### src/hw/rtl/cfsf_pkg.sv
// Package for the causal fire smear filter.
// Holds the field widths, configuration register indexes and the result record.
// No dependencies; cfsf_outq and the top level import it.
`default_nettype none

package cfsf_pkg;

    // Field and register widths.
    localparam int HEAT_W     = 8;
    localparam int FW_BITS    = 11;
    localparam int FH_BITS    = 12;
    localparam int CO_BITS    = 7;
    localparam int CFG_DATA_W = 12;
    localparam int CFG_IDX_W  = 2;

    // Eight 8-bit neighbors need 11 bits of sum.
    localparam int SUM_W      = 11;
    localparam int HEAT_SHIFT = 3;

    // Result queue: depth, and the free space kept for requests in flight.
    localparam int OUTQ_DEPTH = 8;
    localparam int OUTQ_SLACK = 4;

    // Configuration register indexes.
    localparam logic [CFG_IDX_W-1:0] CFG_FRAME_WIDTH  = 2'd0;
    localparam logic [CFG_IDX_W-1:0] CFG_FRAME_HEIGHT = 2'd1;
    localparam logic [CFG_IDX_W-1:0] CFG_COOL_OFF     = 2'd2;

    // Register values after reset.
    localparam logic [FW_BITS-1:0] FW_RESET = 11'd1024;
    localparam logic [FH_BITS-1:0] FH_RESET = 12'd256;
    localparam logic [CO_BITS-1:0] CO_RESET = 7'd16;

    // One filtered pixel with its markers.
    typedef struct packed {
        logic [HEAT_W-1:0] heat;
        logic              last_of_run;
        logic              row_done;
        logic              frame_done;
    } t_result;

endpackage

`default_nettype wire

### src/hw/rtl/cfsf_outq.sv
// Result queue of the fire smear filter: a small register FIFO in front of the output.
// It reports whether enough room is left to take one more input request.
// Depends on cfsf_pkg.
`default_nettype none

module cfsf_outq (
    input  wire logic             i_clk,
    input  wire logic             i_rst_n,
    input  wire logic             i_push,
    input  wire cfsf_pkg::t_result i_push_data,
    output logic                  o_room,
    output logic                  o_valid,
    input  wire logic             i_ready,
    output cfsf_pkg::t_result     o_data
);

    import cfsf_pkg::*;

    localparam int PW   = $clog2(OUTQ_DEPTH);
    localparam int CNTW = $clog2(OUTQ_DEPTH + 1);

    t_result          r_mem [OUTQ_DEPTH];
    logic [PW-1:0]    r_wptr;
    logic [PW-1:0]    r_rptr;
    logic [CNTW-1:0]  r_count;
    logic [CNTW-1:0]  n_count;
    logic             pop;

    // Handshake on the output side.
    assign o_valid = (r_count != '0);
    assign o_data  = r_mem[r_rptr];
    assign pop     = o_valid && i_ready;

    // Room for every result that the requests in flight can still produce.
    assign o_room  = (r_count <= CNTW'(OUTQ_DEPTH - OUTQ_SLACK));

    assign n_count = r_count + CNTW'(i_push) - CNTW'(pop);

    // Pointers and fill level.
    always_ff @(posedge i_clk) begin
        if (!i_rst_n) begin
            r_wptr  <= '0;
            r_rptr  <= '0;
            r_count <= '0;
        end else begin
            if (i_push) begin
                r_wptr <= r_wptr + PW'(1);
            end
            if (pop) begin
                r_rptr <= r_rptr + PW'(1);
            end
            r_count <= n_count;
        end
    end

    // Storage holds payload only.
    always_ff @(posedge i_clk) begin
        if (i_push) begin
            r_mem[r_wptr] <= i_push_data;
        end
    end

endmodule

`default_nettype wire

### config.mk
export PLATFORM = sky130hd
export DESIGN_NAME = cfsf_outq
export DESIGN_NICKNAME = d
export VERILOG_FILES = /design/src/hw/rtl/cfsf_pkg.sv /design/src/hw/rtl/cfsf_outq.sv
export SDC_FILE = /design/constraint.sdc
export NUM_CORES = 1
export LEC_CHECK = 0
export BUFFER_PORTS_ARGS = -buffer_cell sky130_fd_sc_hd__clkbuf_2
export CORE_ASPECT_RATIO = 1.1
export CORE_MARGIN = 2
export CORE_UTILIZATION = 48
export CTS_CLUSTER_SIZE = 8
export DETAILED_ROUTE_END_ITERATION = 8
export PLACE_DENSITY = 0.63
export SLEW_MARGIN = 20
export SYNTH_ARGS = -nofsm -noshare
export SYNTH_HDL_FRONTEND = slang
export SYNTH_SLANG_ARGS = --single-unit
### constraint.sdc
create_clock -name i_clk -period 6 [get_ports i_clk]
set_input_delay 0 -clock i_clk [delete_from_list [all_inputs] [get_ports i_clk]]
set_output_delay 0 -clock i_clk [all_outputs]
set_load 0.01 [all_outputs]
==> impl_metrics.tcl <==
set metrics [dict create \
    gp_congestion 0.697 \
    cp_cell_sequence "mux4_1 > mux2_2 > clkbuf_2" \
    async_flop_share_pct 0 \
    drive_gt1_share_pct 25.7 \
    setup.worst_path.class "flop to primary output" \
    dp_slack_ns 3.86 \
    hold_violations 0 \
    cpPeakStageDelay_ns 0.97 \
    ctsResizeCount 0 \
    syn_area_per_cell_um2 20.2 \
    status "completed" \
    final_cell_mix "edfxtp_1 (88), clkbuf_2 (27), mux4_1 (22)" \
    overflow 0 \
    routed_wl_mm 6.41 \
    postRouteAntennaNets 0 \
    ys_ff_latch 101 \
    io_pins 28 \
    route.detailed.drc 0 \
    grt_pass1_vias 1936 \
    fill_cells 650 \
    fin_ws_ns 3.83 \
    via_per_inst 5.13 \
    p_leak_nw 1.64 \
    p_total_mw 1.55 \
    path_clk_slew_ns 0.09 \
    start_util_pct 49.0 \
    finalInstanceArea_um2 4700 \
    rsz0062_at_grt "no" \
    nets 275 \
    drt-initial-drc-count 119 \
    slew_violations 0 \
    layout_worst_path_cycle_share_pct 36.2 \
    placed_area_um2 4380 \
    place.detailed.hpwl_mm 3.89 \
    grt_first_pass_wirelength_mm 10.3 \
    syn_nets 225 \
    clock_sinks 101 \
    synth_cell_types 26 \
    synthFlopType "edfxtp_1" \
    die_area_um2 9240 \
    grtUsageTotal_pct 15.4 \
    critPathTopFamily "flip-flops" \
    io_buffer_count 27 \
    crit_path_top_delay_cell "dfxtp_1" \
    clock_skew_ns 0.00646 \
    arrival_ns 2.17 \
    required_ns 6.00 \
    area_delta_synth_final_pct 15.4 \
    period_minus_slack_ns 2.17 \
    die_y_um 101 \
    synth_edf_count 88 \
    cts_tree "built" \
    core_um2 8320 \
    htreeDepth 3 \
    fmax_mhz 461 \
    worstMarginPinSlew_ns 0.981 \
    end_kind "primary output" \
    die_w_um 91.8 \
    hp-class "primary input to flop" \
    antenna_found_initial 0 \
    placement_rows 35 \
    drv_cap 0 \
    dr.pass1.iters 4 \
    power.density_nw_per_um2 330 \
    setup_viol 0 \
    vias 1886 \
    seq_area_frac_synth_pct 71.3 \
    root_buffer "clkbuf_8" \
    timing.critical_path.buf_inv 1 \
    wl_per_cell_um 17.4 \
    setup_tns_ns 0 \
    grt_start_max_net_pins 23 \
    ir_drop_uv 218 \
    antennaDiodeCount 0 \
    setup.worst_path.start_class "flop" \
    final_common_cell "edfxtp_1" \
    ys_warn_count 0 \
    numCtsBuffers 9 \
    synth_area_um2 4070 \
    netlist_instances 202 \
    slew_headroom_pct 34.5 \
    clk_latency_ns 0.36 \
    path_max_fanout 22 \
    clockBufferDepth 2 \
]
## flip-flops by register name (all words and copies together) (netlist names), named ones only
name / flops
r_mem: 88
r_count: 4
r_rptr: 3
r_wptr: 3
## metrics by stage
stage / std cells / hold slack, ns / util [%]
2_1_floorplan: 202 / 0.0989 / -
3_3_place_gp: 341 / 0.276 / 52.6
3_5_place_dp: 341 / 0.275 / 52.6
4_1_cts: 368 / 0.00819 / 56.4
5_1_grt: 368 / 0.0218 / 56.5
6_report: 368 / 0.0238 / 56.5
## area by class of cell
type	instances	area, um^2	area share [%]
Clock inverter	7	81.3	1.73
Tap cell	111	139	2.95
Clock buffer	9	124	2.64
Multi-Input combinational cell	91	1140	24.3
Timing Repair Buffer	45	298	6.33
Inverter	4	15.0	0.319
Sequential cell	101	2900	61.8
## path summary, 6_finish.rpt
path / from / end / slack (ns) / depth (start not counted)
setup / recovery: flop / o_data[9] / 3.83 / 3
hold / removal: i_ready / r_rptr[2] / 0.02 / 3
setup reg to reg: r_count[2] / r_count[3] / 3.85 / 9
hold reg to reg: r_rptr[2] / r_rptr[2] / 0.49 / 2
## report_power, final
part / internal, mW / switching [mW] / leakage, nW
Clock: 0.198 / 0.233 / 0.0944
Sequential: 0.798 / 0.0327 / 0.906
Combinational: 0.158 / 0.133 / 0.642
Total: 1.15 / 0.399 / 1.64
## worst min-delay path, stage by stage
cell	delay (ns)
clkbuf_2	0.11
nand3_1	0.14
mux2i_1	0.08
## synthesized netlist by cell type (4+ instances only)
cell type | instances | area, um^2
mux2i_1 | 9 | 90.1
ha_1 | 7 | 87.6
nand2b_1 | 6 | 37.5
edfxtp_1 | 88 | 2640
mux2_2 | 11 | 124
inv_1 | 4 | 15.0
and2_1 | 4 | 25.0
nand2_1 | 9 | 33.8
mux4_1 | 22 | 578
nor2_1 | 8 | 30.0
dfxtp_1 | 13 | 260
## repair_timing
action,4_1_cts,5_1_grt
setup buffers,0,0
hold endpoints to repair,88,0
hold buffers,11,0
## cell families (layout without fill, tap and decap cells)
group	Yosys count	count (layout)	synth area share, %
AOI/OAI and AO/OA	3	3	0.430
DFF	101	101	71.3
adders and majority gates	8	8	2.64
and+or+nand+nor	35	35	4.30
muxes	42	42	19.4
xor gates and xnor gates	3	3	0.645
buffers and inverters	10	65	1.29
## layer usage
layer	track usage, %	part of all wire [%]	up-vias
li1	-	-	918
met1	20.7	48	935
met2	25.0	48	25
met3	3.14	2.2	8
met4	6.20	1.4	0
met5	0	0	-
Note: power is estimated with default switching activity, not from simulation.
